## config.mk

```make
export PLATFORM = sky130hd
export DESIGN_NAME = c2ll_final
export DESIGN_NICKNAME = d
export VERILOG_FILES = /design/src/c2ll_pkg.sv /design/src/c2ll_final.sv
export SDC_FILE = /design/constraint.sdc
export NUM_CORES = 1
export LEC_CHECK = 0
export BUFFER_PORTS_ARGS = -buffer_cell sky130_fd_sc_hd__buf_2
export CAP_MARGIN = 20
export CORE_UTILIZATION = 30
export CTS_CLUSTER_DIAMETER = 80
export CTS_CLUSTER_SIZE = 20
export DETAILED_ROUTE_END_ITERATION = 10
export PLACE_DENSITY_LB_ADDON = 0.25
export SYNTH_ARGS = -nofsm -noshare
export SYNTH_HDL_FRONTEND = slang
export SYNTH_SLANG_ARGS = --single-unit
```

## constraint.sdc

```tcl
create_clock -name clk -period 5.4 [get_ports clk]
set_clock_uncertainty 0.15 [all_clocks]
set_input_delay 0.27 -clock clk [delete_from_list [all_inputs] [get_ports clk]]
set_output_delay 0.27 -clock clk [all_outputs]
set_load 0.05 [all_outputs]
```

## src/c2ll_pkg.sv

```systemverilog
`timescale 1ns / 1ps
// Shared types, widths, constants and helper functions for the Cartesian to
// latitude/longitude unit. No dependencies.
package c2ll_pkg;

    localparam int COORD_WIDTH   = 32;
    localparam int ANGLE_WIDTH   = 32;
    localparam int CORDIC_STAGES = 30;
    localparam int GUARD_BITS    = 8;
    localparam int OUT_WIDTH     = 32;

    localparam int DATA_W      = COORD_WIDTH + GUARD_BITS + 4;
    localparam int ACC_W       = 34;
    localparam int STAGE_IDX_W = (CORDIC_STAGES > 1) ? $clog2(CORDIC_STAGES) : 1;
    localparam int ANGLE_SHIFT = 32 - ANGLE_WIDTH;
    localparam int ROUND_BIAS  = (ANGLE_SHIFT > 0) ? (1 << (ANGLE_SHIFT - 1)) : 0;

    localparam int IN_TDATA_W  = ((3 * COORD_WIDTH + 7) / 8) * 8;
    localparam int OUT_TDATA_W = 2 * OUT_WIDTH;

    typedef logic signed [COORD_WIDTH-1:0] coord_t;
    typedef logic signed [DATA_W-1:0]      data_t;
    typedef logic signed [ACC_W-1:0]       acc_t;
    typedef logic signed [OUT_WIDTH-1:0]   angle_t;

    localparam acc_t HALF_PI_UNITS = acc_t'(64'sd1073741824);
    localparam acc_t PI_UNITS      = acc_t'(64'sd2147483648);

    typedef struct packed {
        logic valid;
        logic x_zero;
        logic x_neg;
        logic y_zero;
        logic y_neg;
        logic z_zero;
        logic z_neg;
        acc_t lon;
    } side_t;

    // atan(2^-i) in units of pi/2^31
    function automatic acc_t atan_units(input int i);
        logic [31:0] v;
        case (i)
            0:  v = 32'h20000000;
            1:  v = 32'h12E4051E;
            2:  v = 32'h09FB385B;
            3:  v = 32'h051111D4;
            4:  v = 32'h028B0D43;
            5:  v = 32'h0145D7E1;
            6:  v = 32'h00A2F61E;
            7:  v = 32'h00517C55;
            8:  v = 32'h0028BE53;
            9:  v = 32'h00145F2F;
            10: v = 32'h000A2F98;
            11: v = 32'h000517CC;
            12: v = 32'h00028BE6;
            13: v = 32'h000145F3;
            14: v = 32'h0000A2F9;
            15: v = 32'h0000517C;
            16: v = 32'h000028BE;
            17: v = 32'h0000145F;
            18: v = 32'h00000A2F;
            19: v = 32'h00000518;
            20: v = 32'h0000028B;
            21: v = 32'h00000146;
            22: v = 32'h000000A3;
            23: v = 32'h00000051;
            24: v = 32'h00000029;
            25: v = 32'h00000014;
            26: v = 32'h0000000A;
            27: v = 32'h00000005;
            28: v = 32'h00000003;
            29: v = 32'h00000001;
            30: v = 32'h00000001;
            default: v = 32'h00000000;
        endcase
        return acc_t'({2'b00, v});
    endfunction

    function automatic acc_t clamp_quadrant(input acc_t a);
        acc_t r;
        r = a;
        if (a < 0)
            r = '0;
        else if (a > HALF_PI_UNITS)
            r = HALF_PI_UNITS;
        return r;
    endfunction

    // round half up to ANGLE_WIDTH, wrap, sign extend to the port width
    function automatic angle_t emit_angle(input acc_t a);
        acc_t                         r;
        logic signed [ANGLE_WIDTH-1:0] w;
        r = (a + acc_t'(ROUND_BIAS)) >>> ANGLE_SHIFT;
        w = r[ANGLE_WIDTH-1:0];
        return angle_t'(w);
    endfunction

endpackage

```

## src/c2ll_final.sv

```systemverilog
`timescale 1ns / 1ps
// Output stage: latitude special cases, angle rounding and the result register.
// Depends on c2ll_pkg.
module c2ll_final (
    input  logic                             clk,
    input  logic                             rst_n,
    input  c2ll_pkg::side_t                  side,
    input  c2ll_pkg::acc_t                   phi_raw,
    input  logic                             out_ready,
    output logic                             out_valid,
    output logic [c2ll_pkg::OUT_TDATA_W-1:0] out_data
);
    import c2ll_pkg::*;

    logic   valid_reg;
    logic   take;
    acc_t   phi, lat;
    angle_t lat_reg, lon_reg;

    always_comb
    begin
        phi  = clamp_quadrant(phi_raw);
        take = !valid_reg || out_ready;
        if (side.z_zero)
            lat = '0;
        else if (side.x_zero && side.y_zero)
            lat = side.z_neg ? -HALF_PI_UNITS : HALF_PI_UNITS;
        else
            lat = side.z_neg ? -phi : phi;
    end

    always_ff @(posedge clk or negedge rst_n)
    begin
        if (!rst_n)
            valid_reg <= 1'b0;
        else if (take)
            valid_reg <= side.valid;
    end

    always_ff @(posedge clk)
    begin
        if (take && side.valid)
        begin
            lat_reg <= emit_angle(lat);
            lon_reg <= emit_angle(side.lon);
        end
    end

    assign out_valid = valid_reg;
    assign out_data  = {lon_reg, lat_reg};

endmodule

```

# ---- Word level (Yosys, flattened, before mapping)
# Cells that the tools add are included.
# Widths: inputs -> output; s select.
dict set report totals {
  regBits 65
}
dict set report classes {
  n_reduce_logical 4
  order_cmp 2
  muxes 5
  addsub 1
}
# cell count
set op_table {}
lappend op_table {{$mux 32} 5}
lappend op_table {{$gt 34x32->1 const B} 1}
lappend op_table {{$lt 34x1->1 const B} 1}
lappend op_table {{$neg 32->32} 1}
lappend op_table {{$logic_and 1x1->1} 2}
lappend op_table {{$logic_not 1->1} 1}
lappend op_table {{$logic_or 1x1->1} 1}

# ---- Logic depth before layout (Yosys ltp)
dict set report depth {
  ltp_word 6
  ltp_mapped 13
}

# ---- Worst setup path before layout
# No wires, ideal clock.
dict set report synth_timing {
  path_type {input-to-reg}
  start {input phi_raw[7]}
  end {register lat_reg[16], data pin}
  stages 13
  slack_ns 2.409
  arrival_time_ns 2.585
  n_path_buf 3
  cell_sequence {buf_6 -> nor4_1 -> nand4_2 -> o31ai_2 -> and2_1 -> buf_2 -> nand2_1 -> ha_1 -> o21ai_2 -> buf_2 -> a21o_1 -> a21oi_1 -> a31o_2}
}
dict set report synth_via {
  elab_chain_cells 6
  elab_cells_between_ends 7
}
# item line_no
set synth_rtl {}
lappend synth_rtl {{from (decl)} c2ll_final.sv:8} ;# input c2ll_pkg::acc_t phi_raw,
lappend synth_rtl {{$gt 34x32->1} c2ll_pkg.sv:85} ;# else if (a > HALF_PI_UNITS)
lappend synth_rtl {{$mux 32} c2ll_pkg.sv:85}
lappend synth_rtl {{$mux 32 (*)} c2ll_pkg.sv:83} ;# if (a < 0)
lappend synth_rtl {{$neg 32->32} c2ll_final.sv:29} ;# lat = side.z_neg ? -phi : phi;
lappend synth_rtl {{$mux 32 (*)} c2ll_final.sv:29}
lappend synth_rtl {{$mux 32 (*)} c2ll_final.sv:26} ;# else if (side.x_zero && side.y_zero)
lappend synth_rtl {{to (signal assigned)} c2ll_final.sv:44} ;# lat_reg <= emit_angle(lat);
lappend synth_rtl {{to (decl)} c2ll_final.sv:18} ;# angle_t lat_reg, lon_reg;
# Every way passes the cells marked *; elsewhere a longest branch is shown, timed or not.
# A chain may end at the register's enable or synchronous reset.

# ---- Worst setup path in the final report
dict set report layout_timing {
  start {input phi_raw[2]}
  end {register lat_reg[26], data pin}
}
# Same word-level chain as after synthesis.

==> run metrics <==
status finished, final reports clean; CTS tree built; sw frac 30.2%; synthesis-to-layout area growth 40.5%; unrepaired setup endpoints after global routing false; Synth Net Count 353; Critical Path Fanout Max 16; Inserted Diodes 0; Worst R2R End lon_reg[22]; Crit-path slowest cell nor4_4; r2r startpoint out_valid; Core ar. 10,800 um2; Seq/Total Area, Yosys 58.7%; CTS Buf Count 9; grt total ovfl 0; Buf/Inv on CP 1; total wire length 9690 um; Post-synth top cells edfxtp_1, nor2_1, nand2_1, xor2_1, a21oi_1; clock sink count 65; first-pass GRT wire length 14,800 um; I/O pin total 143; maxcap violations 0; Worst Reg-to-Reg Cells 3; share of cells above drive strength 1 38.5%; Worst path max stage delay 0.50 ns; Site Rows 38; R2R Setup Slk 3.36 ns; largest cells by area after synthesis edfxtp_1, xor2_1, nor2_1, nand2_1, o41ai_1; initial antenna violation count 0; crit path launch phi_raw[2]; width of the chip 107 um; number of global-route vias before repair 2,848; Slew Viols, Final 0; Req. time, crit path 5.42 ns; Final Hold Viols 0; Nets 523; Tot Pwr 0.00125 W; routed vias 2,981; leakage 1.84 nW; final setup TNS 0 ns; Unique masters post-synth 57; sequential share of power 47.2%; post-synth top area share 57.9%; setup bufs post-CTS 0; CP Launch Type input pin; Async SR Flop Fraction 1.54%; die height 107 um; f_max 284 MHz; root buffer cell clkbuf_8; post-route cell area 4660 um2; Initial Utilization 30.7%; ANT nets after route 0; Max clock buf depth 2; Worst path depth 11; P per Cell Area 268 nW/um2; worst min-delay path class in -> reg; Final setup viols 0; Syn Inst Count 274; Avg Inst Size Synth 12.1 um2; Worst Path Arrival 3.55 ns; final setup margin 1.87 ns; area leader, netlist edfxtp_1; Net Switching 0.000377 W; filler cell count 1,049; H-tree lvl count 3; Clock power frac 32.5%; DRT Pass-1 Iters 5; DR vias/cell 5.06; Reg area 1950 um2; GRT Total Usage 17.2%; # port buffers 138; worst-skew pair later-pin latency 0.34 ns; pre-CTS setup slack 1.55 ns; EDFF count, synth 64; area of the multi-input gates 1290 um2; CP Capture Point lat_reg[26]; fin crit share 65.3%; Crit Path Class in -> reg; clk slew on worst S/H paths 0.07 ns; relative slew slack 45.7%; pin count of the biggest net entering global routing 48; CP delay by family, top simple AND/OR/NAND/NOR gates; Die ar. 11,500 um2; Least-Margin Pin Slew 0.814 ns; top-count cell post-synth edfxtp_1; Crit. End Element register; maximum VDD drop 0.000110 V; Synth Register Bits 65; Yosys warnings 0; Residual DRC 0; Avg WL per Cell 16.4 um; mapped cell area 3320 um2; Synth Flop Type edfxtp_1; initial DRC count 198; total internal power 0.000871 W; Gate power share 20.2%; hpwl dp 6720 um; RePlAce Congestion 0.772; dpl cell area 4130 um2; Final min period 3.53 ns; crit-path cells buf_2 -> nor4_4 -> nand4_2 -> o31ai_2 -> and2_1 -> nand2_1 -> ha_1 -> o21ai_2 -> nand3_1 -> a31o_1 -> o211ai_1
power groups by stage:
stage	combinational, W	clock (W)	sequential (W)
CTS	0.000253	0.000418	0.000590
global route	0.000270	0.000438	0.000591
floorplan	0.0000665	0	0.000690
detailed placement	0.000233	0	0.000601
finish	0.000252	0.000406	0.000589
global placement	0.000231	0	0.000600
worst reg2reg max path: cells and delay by family (launching register included):
family	cells	cell delay [ns]
buf+inv	1	0.56
simple gates	2	0.57
flops	1	0.38
cell usage in the layout (no fill, tap or decap), types with 3 or more instances in the layout:
| master | netlist | routed |
|---|---|---|
| buf_2 | 3 | 138 |
| edfxtp_1 | 64 | 64 |
| dlygate4sd3_1 | 0 | 34 |
| nor2_1 | 26 | 26 |
| nand2_1 | 18 | 18 |
| xor2_1 | 14 | 14 |
| a21oi_1 | 10 | 10 |
| nand3_1 | 9 | 9 |
| clkbuf_8 | 0 | 9 |
| nor4_1 | 6 | 6 |
| or4_1 | 6 | 6 |
| o21ai_0 | 6 | 6 |
| o31ai_1 | 6 | 6 |
| and3_1 | 6 | 6 |
| o41ai_1 | 6 | 6 |
| nor3_1 | 6 | 5 |
| o21a_1 | 4 | 4 |
| a21o_1 | 4 | 4 |
| a211oi_1 | 4 | 4 |
| or3_1 | 4 | 4 |
| o22ai_1 | 4 | 4 |
| o211ai_1 | 4 | 4 |
| buf_4 | 1 | 4 |
| nand2b_1 | 3 | 3 |
| nand4_1 | 3 | 3 |
| a31oi_1 | 3 | 3 |
| a31o_1 | 3 | 3 |
| o2111ai_1 | 3 | 3 |
worst min-delay path by stage:
stage                     startpoint         to  slack [ns]  cells past startpoint
final                      out_ready  out_valid        0.07                      3
after global routing       out_ready  out_valid        0.07                      3
after CTS                  out_ready  out_valid        0.06                      3
after detailed placement       rst_n  out_valid       -0.10                      1
after global placement         rst_n  out_valid       -0.10                      1
after floorplan                rst_n  out_valid       -0.18                      0
logic make-up (layout without fill, tap and decap cells):
logic type | Yosys count | in the layout | share of synthesized area, %
xor gates and xnor gates | 14 | 14 | 3.70
DFF | 65 | 65 | 58.7
and+or+nand+nor | 103 | 103 | 17.3
buffers and inverters | 18 | 193 | 2.72
AOI/OAI and AO/OA | 72 | 72 | 16.9
adders and majority gates | 1 | 1 | 0.377
muxes | 1 | 1 | 0.302
metrics by stage:
stage | hold WS (ns) | utilization (%) | std cells
floorplan | -0.176 | - | 274
global placement | -0.104 | 38.3 | 539
detailed placement | -0.104 | 38.3 | 539
CTS | 0.0634 | 43.2 | 589
global route | 0.0691 | 43.2 | 589
finish | 0.0708 | 43.2 | 589
per-layer routing:
metal,routed length [um],global-route usage (%),vias to the layer above
met4,183,6.85,0
met5,0,0,-
met3,708,4.32,13
met1,4370,22.9,1402
met2,4430,26.9,139
li1,-,-,1427
layout make-up:
| cell class | count | area share (%) |
|---|---|---|
| Inverter | 1 | 0.0806 |
| Sequential cell | 65 | 41.8 |
| Clock inverter | 6 | 1.26 |
| Clock buffer | 10 | 2.74 |
| Multi-Input combinational cell | 191 | 27.6 |
| Tap cell | 140 | 3.76 |
| Timing Repair Buffer | 176 | 22.8 |
timing repair:
item | in CTS | in global routing
hold buffers | 34 | 0
hold endpoints to repair | 34 | 0
gates resized for setup | 0 | 0
(Power assumes the default switching activity.)
