`src/c2ll_pkg.sv`:
```
`timescale 1ns / 1ps
// Shared types, widths, constants and helper functions for the Cartesian to
// latitude/longitude unit. No dependencies.
package c2ll_pkg;

    localparam int COORD_WIDTH   = 32;
    localparam int ANGLE_WIDTH   = 32;
    localparam int CORDIC_STAGES = 30;
    localparam int GUARD_BITS    = 8;
    localparam int OUT_WIDTH     = 32;

    localparam int DATA_W      = COORD_WIDTH + GUARD_BITS + 4;
    localparam int ACC_W       = 34;
    localparam int STAGE_IDX_W = (CORDIC_STAGES > 1) ? $clog2(CORDIC_STAGES) : 1;
    localparam int ANGLE_SHIFT = 32 - ANGLE_WIDTH;
    localparam int ROUND_BIAS  = (ANGLE_SHIFT > 0) ? (1 << (ANGLE_SHIFT - 1)) : 0;

    localparam int IN_TDATA_W  = ((3 * COORD_WIDTH + 7) / 8) * 8;
    localparam int OUT_TDATA_W = 2 * OUT_WIDTH;

    typedef logic signed [COORD_WIDTH-1:0] coord_t;
    typedef logic signed [DATA_W-1:0]      data_t;
    typedef logic signed [ACC_W-1:0]       acc_t;
    typedef logic signed [OUT_WIDTH-1:0]   angle_t;

    localparam acc_t HALF_PI_UNITS = acc_t'(64'sd1073741824);
    localparam acc_t PI_UNITS      = acc_t'(64'sd2147483648);

    typedef struct packed {
        logic valid;
        logic x_zero;
        logic x_neg;
        logic y_zero;
        logic y_neg;
        logic z_zero;
        logic z_neg;
        acc_t lon;
    } side_t;

    // atan(2^-i) in units of pi/2^31
    function automatic acc_t atan_units(input int i);
        logic [31:0] v;
        case (i)
            0:  v = 32'h20000000;
            1:  v = 32'h12E4051E;
            2:  v = 32'h09FB385B;
            3:  v = 32'h051111D4;
            4:  v = 32'h028B0D43;
            5:  v = 32'h0145D7E1;
            6:  v = 32'h00A2F61E;
            7:  v = 32'h00517C55;
            8:  v = 32'h0028BE53;
            9:  v = 32'h00145F2F;
            10: v = 32'h000A2F98;
            11: v = 32'h000517CC;
            12: v = 32'h00028BE6;
            13: v = 32'h000145F3;
            14: v = 32'h0000A2F9;
            15: v = 32'h0000517C;
            16: v = 32'h000028BE;
            17: v = 32'h0000145F;
            18: v = 32'h00000A2F;
            19: v = 32'h00000518;
            20: v = 32'h0000028B;
            21: v = 32'h00000146;
            22: v = 32'h000000A3;
            23: v = 32'h00000051;
            24: v = 32'h00000029;
            25: v = 32'h00000014;
            26: v = 32'h0000000A;
            27: v = 32'h00000005;
            28: v = 32'h00000003;
            29: v = 32'h00000001;
            30: v = 32'h00000001;
            default: v = 32'h00000000;
        endcase
        return acc_t'({2'b00, v});
    endfunction

    function automatic acc_t clamp_quadrant(input acc_t a);
        acc_t r;
        r = a;
        if (a < 0)
            r = '0;
        else if (a > HALF_PI_UNITS)
            r = HALF_PI_UNITS;
        return r;
    endfunction

    // round half up to ANGLE_WIDTH, wrap, sign extend to the port width
    function automatic angle_t emit_angle(input acc_t a);
        acc_t                         r;
        logic signed [ANGLE_WIDTH-1:0] w;
        r = (a + acc_t'(ROUND_BIAS)) >>> ANGLE_SHIFT;
        w = r[ANGLE_WIDTH-1:0];
        return angle_t'(w);
    endfunction

endpackage

```
`src/c2ll_prep.sv`:
```
`timescale 1ns / 1ps
// Input stage: unpacks a point, takes magnitudes with guard bits, records signs.
// Depends on c2ll_pkg.
module c2ll_prep (
    input  logic                           clk,
    input  logic                           rst_n,
    input  logic                           en,
    input  logic                           in_valid,
    input  logic [c2ll_pkg::IN_TDATA_W-1:0] in_data,
    output c2ll_pkg::side_t                side,
    output c2ll_pkg::data_t                hx,
    output c2ll_pkg::data_t                hy,
    output c2ll_pkg::data_t                zx
);
    import c2ll_pkg::*;

    coord_t x, y, z;
    data_t  xe, ye, ze;
    side_t  side_reg, side_next;
    data_t  hx_reg, hy_reg, zx_reg;

    always_comb
    begin
        x  = in_data[COORD_WIDTH-1:0];
        y  = in_data[2*COORD_WIDTH-1:COORD_WIDTH];
        z  = in_data[3*COORD_WIDTH-1:2*COORD_WIDTH];
        xe = data_t'(x);
        ye = data_t'(y);
        ze = data_t'(z);
        side_next        = '0;
        side_next.valid  = in_valid;
        side_next.x_zero = (x == '0);
        side_next.x_neg  = x[COORD_WIDTH-1];
        side_next.y_zero = (y == '0);
        side_next.y_neg  = y[COORD_WIDTH-1];
        side_next.z_zero = (z == '0);
        side_next.z_neg  = z[COORD_WIDTH-1];
    end

    always_ff @(posedge clk or negedge rst_n)
    begin
        if (!rst_n)
            side_reg <= '0;
        else if (en)
            side_reg <= side_next;
    end

    always_ff @(posedge clk)
    begin
        if (en)
        begin
            hx_reg <= (xe[DATA_W-1] ? -xe : xe) <<< GUARD_BITS;
            hy_reg <= (ye[DATA_W-1] ? -ye : ye) <<< GUARD_BITS;
            zx_reg <= (ze[DATA_W-1] ? -ze : ze) <<< GUARD_BITS;
        end
    end

    assign side = side_reg;
    assign hx   = hx_reg;
    assign hy   = hy_reg;
    assign zx   = zx_reg;

endmodule

```
`config.mk`:
```
export PLATFORM = sky130hd
export DESIGN_NAME = c2ll_prep
export DESIGN_NICKNAME = d
export VERILOG_FILES = /design/src/c2ll_pkg.sv /design/src/c2ll_prep.sv
export SDC_FILE = /design/constraint.sdc
export NUM_CORES = 1
export LEC_CHECK = 0
export BUFFER_PORTS_ARGS = -buffer_cell sky130_fd_sc_hd__buf_4
export CAP_MARGIN = 5
export CORE_AREA = 2 2 137 139
export CTS_CLUSTER_DIAMETER = 100
export DETAILED_ROUTE_END_ITERATION = 6
export DIE_AREA = 0 0 139 141
export GPL_TIMING_DRIVEN = 0
export HOLD_SLACK_MARGIN = 0.03
export PLACE_DENSITY_LB_ADDON = 0.05
export REMOVE_ABC_BUFFERS = 1
export SLEW_MARGIN = 0
export SYNTH_ARGS = -nofsm -noshare
export SYNTH_HDL_FRONTEND = slang
export SYNTH_SLANG_ARGS = --single-unit
```
`constraint.sdc`:
```
create_clock -name clk -period 1.9 [get_ports clk]
set_input_delay 0.095 -clock clk [delete_from_list [all_inputs] [get_ports clk]]
set_output_delay 0.095 -clock clk [all_outputs]
set_load 0.01 [all_outputs]
```
# After elaboration in Yosys (flattened, before gate mapping)
# Index checks and enable logic that the tools add are counted.
[classes]
n_addsub = 3
n_reduce_logical = 3
mux = 3
[op_table]
columns = ["operator", "count"]
rows = [
  ["32-bit negation with 36-bit output", 3],
  ["32-bit logical NOT", 3],
  ["31-bit 2-to-1 mux", 3],
]
[word_totals]
in_bits = 100
output_inout_bits = 173
register_bits = 115

# Longest topological paths before layout
# Gate-level depths: netlist (run 1).
[depth]
word_depth = 2
mapped_depth = 7

# Worst setup path after synthesis (run 1)
# Ideal clock, no wire load.
[synth_timing]
path_type = "input -> register"
startpoint = "input port in_data[45] (netlist bit)"
endpoint = "register hy_reg[34], in the netlist hy[34], data pin"
arrival_time_ns = 1.491
path_stages = 5
setup_time_ns = 0.263
path_slack_ns = 0.147
path_buffers = 1
path_cell_list = "or4_4 -> or3_1 -> buf_6 -> o41ai_2 -> xnor2_1"
[synth_between]
elab_chain_cells = 2
[synth_rtl]
columns = ["element", "line", "source"]
rows = [
  ["from (decl)", "c2ll_prep.sv:9", "input logic [c2ll_pkg::IN_TDATA_W-1:0] in_data,"],
  ["32-bit negation with 36-bit output", "c2ll_prep.sv:53", "hy_reg <= (ye[DATA_W-1] ? -ye : ye) <<< GUARD_BITS;"],
  ["31-bit 2-to-1 mux", "c2ll_prep.sv:53", ""],
  ["to (signal assigned)", "c2ll_prep.sv:53", ""],
  ["to (decl)", "c2ll_prep.sv:20", "data_t hx_reg, hy_reg, zx_reg;"],
]
# Every way passes these cells.
# A chain may end at the register's enable or synchronous reset.

# Worst setup path in the final report (run 1)
[layout_timing]
startpoint = "input port in_data[24] (netlist bit)"
endpoint = "register hx_reg[38], in the netlist hx[38], data pin"
[layout_between]
elab_chain_cells = 2
[layout_rtl]
columns = ["element", "line", "source"]
rows = [
  ["32-bit negation with 36-bit output", "c2ll_prep.sv:52", "hx_reg <= (xe[DATA_W-1] ? -xe : xe) <<< GUARD_BITS;"],
  ["31-bit 2-to-1 mux", "c2ll_prep.sv:52", ""],
  ["to (signal assigned)", "c2ll_prep.sv:52", ""],
  ["to (decl)", "c2ll_prep.sv:20", ""],
]
# Every way passes these cells.

==> results.json, run 1 <==
{
  "status": "completed",
  "r2r_start": "side[37]",
  "synth_compound_area_share_pct": 11.0,
  "nets": 930,
  "initial_core_util_pct": 34.3,
  "synth-async-reset-ratio_pct": 6.09,
  "diodes": 0,
  "most-common-layout-cells": "220 x buf_4, 108 x edfxtp_1, 93 x dlygate4sd3_1",
  "dieArea_sq_um": 19600,
  "routedWlPerCell_microns": 15.4,
  "critPathKind": "in -> reg",
  "rsz0062_at_grt": "false",
  "clock_path_buffers": 2,
  "track_usage_pct": 16.8,
  "synthMuxAreaShare_pct": 0.719,
  "p_per_area_nw_per_um2": 827,
  "area_growth_pct": 52.8,
  "drt-total-wl_mm": 16.6,
  "r2r-end": "side[37]",
  "clk_latency_ns": 0.41,
  "route.detailed.drc": 0,
  "drive_above_1_share_pct": 34.9,
  "final_util_pct": 52.4,
  "grt_pass1_vias": 5038,
  "synthesis.area_sq_um": 6260,
  "fin_crit_ns": 1.84,
  "grt_overflow": 0,
  "ir_drop_uv": 622,
  "via_count": 4978,
  "place_area_sq_um": 7910,
  "hold_violations": 0,
  "rows": 50,
  "dp_hpwl_mm": 11.2,
  "reg2regPathDepth": 2,
  "final_antenna_net_count": 0,
  "finalWeightedCongestion": 0.788,
  "final_area_sq_um": 9570,
  "whs_endpoint": "hx[9]",
  "synth_seq_cells": 115,
  "cts_sinks": 115,
  "synth_cell_type_count": 38,
  "synth_area_per_cell_sq_um": 12.4,
  "core-area_sq_um": 18300,
  "synthSimpleGateAreaFrac_pct": 11.7,
  "root_buffer": "clkbuf_16",
  "hp-class": "in -> reg",
  "portBuffers": 214,
  "synth_xor_xnor_area_share_pct": 12.0,
  "ios": 273,
  "n_fill_cell": 1690,
  "netlist_instances": 507,
  "yosys_warnings": 0,
  "synth_edf_count": 108,
  "cts_made_buffers": 17,
  "final_common_cell": "buf_4",
  "h-tree-depth": 4,
  "fin_worst_skew_ns": 0,
  "ys_seq_area_share_pct": 54.6,
  "grt_antenna_before_repair": 0,
  "r2r_setup_slack_ns": 1.07,
  "p_leak_nw": 3.71,
  "synth.largest_area_cell": "edfxtp_1",
  "synth_top_family_by_area": "XOR/XNOR gates",
  "finalMaxSlewViolations": 0,
  "crit_path_max_fanout": 5,
  "worstSetupEndpointType": "flop",
  "worstPathArrival_ns": 2.10,
  "synth-adder-area-share_pct": 0.599,
  "fin_crit_sh_pct": 96.9,
  "die_x_microns": 139,
  "chipHeight_microns": 141,
  "worst_hold_path.num_cells": 3,
  "tightestPinTransition_ns": 0.623,
  "grt_pass1_wl_mm": 26.1,
  "netlist.area_leader.share_pct": 51.8,
  "viasPerCell": 4.64,
  "startpoint_type": "input pin",
  "cts_tree": "yes",
  "worst_ep_required_time_ns": 2.15,
  "finalSetupViolCount": 0,
  "power_mw": 7.91,
  "dr.pass1.iters": 4,
  "synth_area_leaders": "edfxtp_1 52%, xnor2_1 12%, buf_4 7.0%",
  "relSlewSlack_pct": 58.4,
  "first_iter_violations": 181,
  "max_cap_violations": 0,
  "hp-start": "in_data[1]",
  "ys.flop_type": "edfxtp_1",
  "path_clk_slew_ns": 0.06,
  "grt_max_degree": 67,
  "max_freq_mhz": 543
}
metal layers:
| metal | part of all wire [%] | track usage, % | vias up |
|---|---|---|---|
| li1 | - | - | 2408 |
| met4 | 2.7 | 7.92 | 0 |
| met5 | 0 | 0 | - |
| met3 | 6.4 | 3.97 | 33 |
| met1 | 41 | 20.1 | 2343 |
| met2 | 50 | 28.8 | 194 |
report_power, final:
group | switching, mW | total, mW | leakage (nW) | internal [mW]
Clock | 1.18 | 3.37 | 0.287 | 2.19
Combinational | 0.659 | 1.40 | 2.28 | 0.741
Sequential | 0.0718 | 3.15 | 1.14 | 3.08
kinds of logic after synthesis:
kind of cell / count (synthesis)
compound gates: 80
xor+xnor: 86
other cells: 1
simple gates: 124
buf+inv: 94
mux: 4
fa+ha+maj: 3
flops: 115
layout make-up:
type,instances,area [sq um],area share (%)
repair buffers,315,2620,27.4
clock buffers,19,433,4.52
flip-flops and latches,115,3420,35.7
multi-input cells,367,2580,26.9
inverters,11,41.3,0.431
well taps,234,293,3.06
clock inverters,13,185,1.94
worst max-delay path by stage:
stage / from / to / slack (ns)
6_report: in_data[24] / hx[38] / 0.06
4_1_cts: in_data[58] / hy[38] / 0.02
3_5_place_dp: in_data[65] / zx[34] / -0.47
3_3_place_gp: in_data[65] / zx[26] / -0.45
5_1_grt: in_data[24] / hx[38] / 0.007
2_1_floorplan: in_data[45] / hy[34] / 0.10
through the flow:
step	TNS [ns]	setup WS [ns]	std cells	hold slack, ns
final	0	0.0590	1074	0.0538
after global routing	0	0.00741	1074	0.0624
after CTS	0	0.0155	1067	0.0426
after detailed placement	-11.02	-0.465	942	-0.0741
after global placement	-10.46	-0.454	941	-0.0746
after floorplan	0	0.101	493	-0.201
cells in the mapped netlist, types with 3 or more instances:
library cell,n
nand2_1,28
clkbuf_1,17
buf_4,58
inv_1,11
o41ai_2,14
nand4_1,5
nor2b_1,4
o21ai_0,22
o41ai_1,19
mux2_2,4
buf_1,3
or4_1,8
o31ai_1,21
nor3_1,10
nand3_1,3
nor2_1,9
nand2b_1,10
nand4b_1,6
nor4_2,5
xnor2_1,86
or2_2,5
and3_1,3
or3_1,14
edfxtp_1,108
nor4_1,9
ha_1,3
dfrtp_1,7
buf_2,4
critical path, stage by stage:
cell	delay, ns
dlygate4sd3_1	0.53
buf_4	0.16
or4_4	0.43
or3_4	0.36
or4_4	0.42
o2111ai_2	0.09
repair_timing:
action,CTS,global route
gates resized for setup,1,11
pin swaps,0,3
hold endpoints to repair,98,0
setup endpoints to repair,2,24
setup buffers,0,7
hold buffers,93,0
Note: power is estimated with default switching activity, not from simulation.
==> run 2: changes to the inputs <==
- CTS_BUF_LIST: default -> sky130_fd_sc_hd__clkbuf_16
==> results.json, run 2 (synthesized netlist as in run 1, its figures left out) <==
{
  "r2r-end": "side[37]",
  "whs_endpoint": "hx[9]",
  "tns_ns": 0,
  "max_cap_violations": 0,
  "fin_worst_skew_ns": 0,
  "critPathKind": "in -> reg",
  "track_usage_pct": 16.8,
  "grt_pass1_vias": 5038,
  "fin_crit_sh_pct": 96.9,
  "hp-start": "in_data[1]",
  "dr.pass1.iters": 4,
  "p_switching_mw": 1.91,
  "ios": 273,
  "worst_hold_path.num_cells": 3,
  "rows": 50,
  "tightestPinTransition_ns": 0.623,
  "chipHeight_microns": 141,
  "max_stage_delay_ns": 0.53,
  "final_cells": 1074,
  "p_seq_share_pct": 39.8,
  "crit_top_cell": "or4_4",
  "h-tree-depth": 4,
  "intPower_mw": 5.99,
  "dp.cells": 942,
  "die_x_microns": 139,
  "p_clk_share_pct": 42.5,
  "clock_path_buffers": 2,
  "relSlewSlack_pct": 58.4,
  "root_buffer": "clkbuf_16",
  "finalMaxSlewViolations": 0,
  "diodes": 0,
  "cts_sinks": 115,
  "finalWeightedCongestion": 0.788,
  "p_sw_share_pct": 24.2,
  "p_per_area_nw_per_um2": 826,
  "area_growth_pct": 52.8,
  "most-common-layout-cells": "220 x buf_4, 108 x edfxtp_1, 93 x dlygate4sd3_1",
  "via_count": 4973,
  "p_comb_share_pct": 17.7,
  "finalSetupViolCount": 0,
  "drt-total-wl_mm": 16.6,
  "cts_made_buffers": 17,
  "grt_pass1_wl_mm": 26.1,
  "r2r_start": "side[37]",
  "route.detailed.drc": 0,
  "crit_path_cell_trace": "dlygate4sd3_1, buf_4, or4_4, or3_4, or4_4, o2111ai_2",
  "portBuffers": 214,
  "worstSetupEndpointType": "flop",
  "rsz0062_at_grt": "false",
  "fin_crit_ns": 1.84,
  "ir_drop_uv": 622,
  "hold_violations": 0,
  "status": "completed",
  "p_leak_nw": 3.72,
  "grt_max_degree": 67,
  "dieArea_sq_um": 19600,
  "grt_overflow": 0,
  "final_util_pct": 52.4,
  "reg2regPathDepth": 2,
  "hp-class": "in -> reg",
  "dp_hpwl_mm": 11.2,
  "final_common_cell": "buf_4",
  "worst_ep_required_time_ns": 2.15,
  "nets": 930,
  "crit_path_max_fanout": 5,
  "viasPerCell": 4.63,
  "startpoint_type": "input pin",
  "path_clk_slew_ns": 0.06,
  "grt_antenna_before_repair": 0,
  "crit_slowest_cell": "dlygate4sd3_1",
  "clk_latency_ns": 0.41,
  "first_iter_violations": 208,
  "core-area_sq_um": 18300,
  "drive_above_1_share_pct": 34.9,
  "cts_tree": "yes",
  "r2r_setup_slack_ns": 1.07,
  "routedWlPerCell_microns": 15.4,
  "power_mw": 7.91,
  "initial_core_util_pct": 34.3,
  "final_antenna_net_count": 0,
  "max_freq_mhz": 543,
  "worstPathArrival_ns": 2.10
}
run 2: cell count changes in the layout (fill, tap and decap cells not counted):
| cell | delta |
|---|---|
| inv_1 | +2 |
| clkbuf_1 | -2 |
run 2: worst max-delay path: cells and delay by family:
kind                   cells  cell delay, ns
AND/OR/NAND/NOR            3            1.21
buffers and inverters      2            0.69
AO/OA/AOI/OAI              1            0.09
run 2: power by group through the flow:
stage	clock, mW	sequential [mW]	combinational [mW]
finish	3.36	3.15	1.40
global route	3.55	3.17	1.51
CTS	3.44	3.15	1.40
detailed placement	0	3.20	1.24
global placement	0	3.20	1.23
floorplan	0	3.33	0.347
run 2: through the flow:
| stage | setup WS (ns) | instance area (sq um) | hold WS, ns |
|---|---|---|---|
| finish | 0.0590 | 9570 | 0.0539 |
| global route | 0.00741 | 9570 | 0.0623 |
| CTS | 0.0155 | 9470 | 0.0424 |
| detailed placement | -0.465 | 7910 | -0.0741 |
| global placement | -0.454 | 7880 | -0.0746 |
| floorplan | 0.101 | 5980 | -0.201 |
run 2: worst max path at each step:
stage                     start      to  slack, ns  depth (start not counted)
global route        in_data[24]  hx[38]      0.007                          6
CTS                 in_data[58]  hy[38]       0.02                          6
detailed placement  in_data[65]  zx[34]      -0.47                          7
floorplan           in_data[45]  hy[34]       0.10                          4
finish              in_data[24]  hx[38]       0.06                          6
global placement    in_data[65]  zx[26]      -0.45                          7
run 2: layout make-up:
type / instances / area (sq um)
Fill cell: 1690 / 8700
Sequential cell: 115 / 3420
Timing Repair Buffer: 315 / 2620
Multi-Input combinational cell: 367 / 2580
Clock buffer: 17 / 425
Tap cell: 234 / 293
Clock inverter: 15 / 193
Inverter: 11 / 41.3
run 2: layer usage:
layer,track usage (%),wire (microns),vias up
li1,-,-,2407
met1,20.1,6800,2346
met2,28.8,8290,189
met3,3.97,1030,31
met4,7.92,440,0
met5,0,0,-
run 2: what timing repair did:
| action | CTS | global route |
|---|---|---|
| setup endpoints to repair | 2 | 24 |
| endpoints found under the hold margin | 98 | 0 |
| pin swaps | 0 | 3 |
| hold buffers | 93 | 0 |
| resized for setup | 1 | 11 |
| buffers inserted | 0 | 7 |
==> run 3: changes to the inputs <==
- ABC_AREA: default -> 1
- CORE_AREA: 2 2 137 139 -> 2 2 145 147
- DIE_AREA: 0 0 139 141 -> 0 0 147 149
==> results.json, run 3 <==
{
  "grt_pass1_wl_mm": 31.0,
  "crit_path_max_fanout": 5,
  "r2r-end": "side[40]",
  "worstSetupEndpointType": "flop",
  "track_usage_pct": 18.2,
  "ys_seq_area_share_pct": 48.8,
  "crit_slowest_cell": "dlygate4sd3_1",
  "core-area_sq_um": 20600,
  "status": "completed",
  "synth_seq_cells": 115,
  "root_buffer": "clkbuf_16",
  "max_cap_violations": 0,
  "finalSetupViolCount": 0,
  "post-place-ws_ns": 0.381,
  "netlist_top_cells_count": "280 x nand2_1, 134 x nor2_1, 108 x edfxtp_1, 63 x inv_1, 59 x buf_4",
  "hp-class": "in -> reg",
  "yosys_warnings": 0,
  "via_count": 6306,
  "power_mw": 7.60,
  "ios": 273,
  "first_iter_violations": 295,
  "ir_drop_uv": 528,
  "synth_cell_type_count": 28,
  "most-common-layout-cells": "280 x nand2_1, 213 x buf_4, 134 x nor2_1",
  "worst_hold_path.num_cells": 3,
  "reg2regPathDepth": 1,
  "hp-start": "in_data[90]",
  "hold_violations": 0,
  "final.setup.worst_slack_ns": 0.299,
  "synth.largest_area_cell": "edfxtp_1",
  "dr.pass1.iters": 5,
  "cts_tree": "yes",
  "routedWlPerCell_microns": 13.5,
  "fin_crit_ns": 1.60,
  "r2r_setup_slack_ns": 1.16,
  "initial_core_util_pct": 34.1,
  "clk_latency_ns": 0.41,
  "die_x_microns": 147,
  "route.detailed.drc": 0,
  "clock_path_buffers": 2,
  "final_common_cell": "nand2_1",
  "nets": 1278,
  "final_util_pct": 49.2,
  "cp_top_family": "buffers and inverters",
  "fin_crit_sh_pct": 84.2,
  "synth.most_common_cell": "nand2_1",
  "area_growth_pct": 44.4,
  "max_stage_delay_ns": 0.54,
  "p_seq_share_pct": 41.1,
  "finalWeightedCongestion": 0.864,
  "drive_above_1_share_pct": 23.6,
  "p_switching_mw": 2.07,
  "synth_edf_count": 108,
  "p_per_area_nw_per_um2": 752,
  "h-tree-depth": 4,
  "cp_num_buf_inv": 3,
  "cts_made_buffers": 17,
  "post_cts_buffers": 0,
  "grt_max_degree": 71,
  "synth_area_per_cell_sq_um": 8.14,
  "crit_top_cell": "nand2_1",
  "p_sw_share_pct": 27.2,
  "intPower_mw": 5.53,
  "whs_ns": 0.0384,
  "max_freq_mhz": 625,
  "final_cells": 1463,
  "crit_path_cell_trace": "dlygate4sd3_1, buf_4, inv_1, ha_1, nand2_2, nor2_2, nand2_1, nand2_2, o21ai_0, nand2_1, nand2_1",
  "p_leak_nw": 4.48,
  "viasPerCell": 4.31,
  "worstPathArrival_ns": 1.76,
  "diodes": 0,
  "rows": 53,
  "p_clk_share_pct": 39.4,
  "synth-async-reset-ratio_pct": 6.09,
  "dieArea_sq_um": 21900,
  "drt-total-wl_mm": 19.8,
  "portBuffers": 214,
  "startpoint_type": "input pin",
  "rsz0062_at_grt": "false",
  "chipHeight_microns": 149,
  "finalMaxSlewViolations": 0,
  "worst_ep_required_time_ns": 2.06,
  "final_antenna_net_count": 0,
  "netlist.area_leader.share_pct": 46.3,
  "whs_endpoint": "zx[34]",
  "path_clk_slew_ns": 0.05,
  "synthesis.area_sq_um": 7000,
  "critPathKind": "in -> reg",
  "grt_pass1_vias": 6020,
  "ys.flop_type": "edfxtp_1",
  "dp.cells": 1349,
  "cts_sinks": 115,
  "grt_antenna_before_repair": 0,
  "r2r_start": "side[40]",
  "p_comb_share_pct": 19.5,
  "fin_worst_skew_ns": 0,
  "netlist_instances": 860,
  "dp_hpwl_mm": 15.0,
  "synth_area_leaders": "edfxtp_1 46%, nand2_1 15%, nor2_1 7.2%",
  "grt_overflow": 0
}
run 3: changes by cell type after synthesis, sizes merged, moves of 33 or more:
cell	previous run	this run
xnor2	86	29
o41ai	33	0
nand2	28	285
nor2	9	162
inv	11	65
nand3	3	57
run 3: cells by family (layout without fill, tap and decap cells):
family,Yosys count,after routing,share of synthesized area (%)
mux,1,1,0.161
buf+inv,135,394,10.6
fa+ha+maj,3,3,0.536
flops,115,115,48.8
xor+xnor,40,40,5.00
other cells,1,70,0.0536
simple gates,523,523,31.7
compound gates,42,42,3.15
run 3: repair_timing:
item | in CTS | in global routing
hold endpoints to repair | 88 | 0
hold buffers | 82 | 0
gates resized for setup | 0 | 0
run 3: power groups by stage:
stage / Clock (mW) / Sequential (mW) / Combinational (mW)
2_1_floorplan: 0 / 3.30 / 0.448
3_3_place_gp: 0 / 3.18 / 1.34
3_5_place_dp: 0 / 3.18 / 1.35
4_1_cts: 3.06 / 3.13 / 1.49
5_1_grt: 3.16 / 3.15 / 1.63
6_report: 3.00 / 3.13 / 1.48
run 3: cell type report:
cell class              instances  area (sq um)
well taps                     275           344
multi-input cells             679          3100
repair buffers                297          2460
clock buffers                  17           425
clock inverters                15           120
flip-flops and latches        115          3420
fillers                      2088         10400
inverters                      65           244
run 3: worst max path at each step:
stage	startpoint	slack, ns	to	cells after the start
4_1_cts	in_data[0]	0.30	hx[26]	11
5_1_grt	in_data[0]	0.13	hx[26]	11
3_5_place_dp	en	0.38	side[39]	5
6_report	in_data[0]	0.30	hx[26]	11
3_3_place_gp	en	-0.09	side[39]	4
2_1_floorplan	in_data[0]	0.77	hx[26]	9
run 3: per-layer routing:
metal / up-vias / track usage [%] / wire length, microns / part of all wire, %
met5: - / 0 / 0 / 0
met4: 0 / 5.58 / 270 / 1.4
met3: 22 / 4.37 / 1330 / 6.7
met2: 230 / 29.6 / 9070 / 46
met1: 2776 / 24.1 / 9140 / 46
li1: 3278 / - / - / -
run 3: metrics by stage:
step | TNS (ns) | cell area [sq um]
after global placement | -0.109 | 8710
final | 0 | 10100
after CTS | 0 | 10100
after global routing | 0 | 10100
after floorplan | 0 | 6760
after detailed placement | 0 | 8750
run 3: tightest hold or removal path: stages:
cell and delay (ns):
buf_4 0.10, nand3_1 0.07, nand2_1 0.07
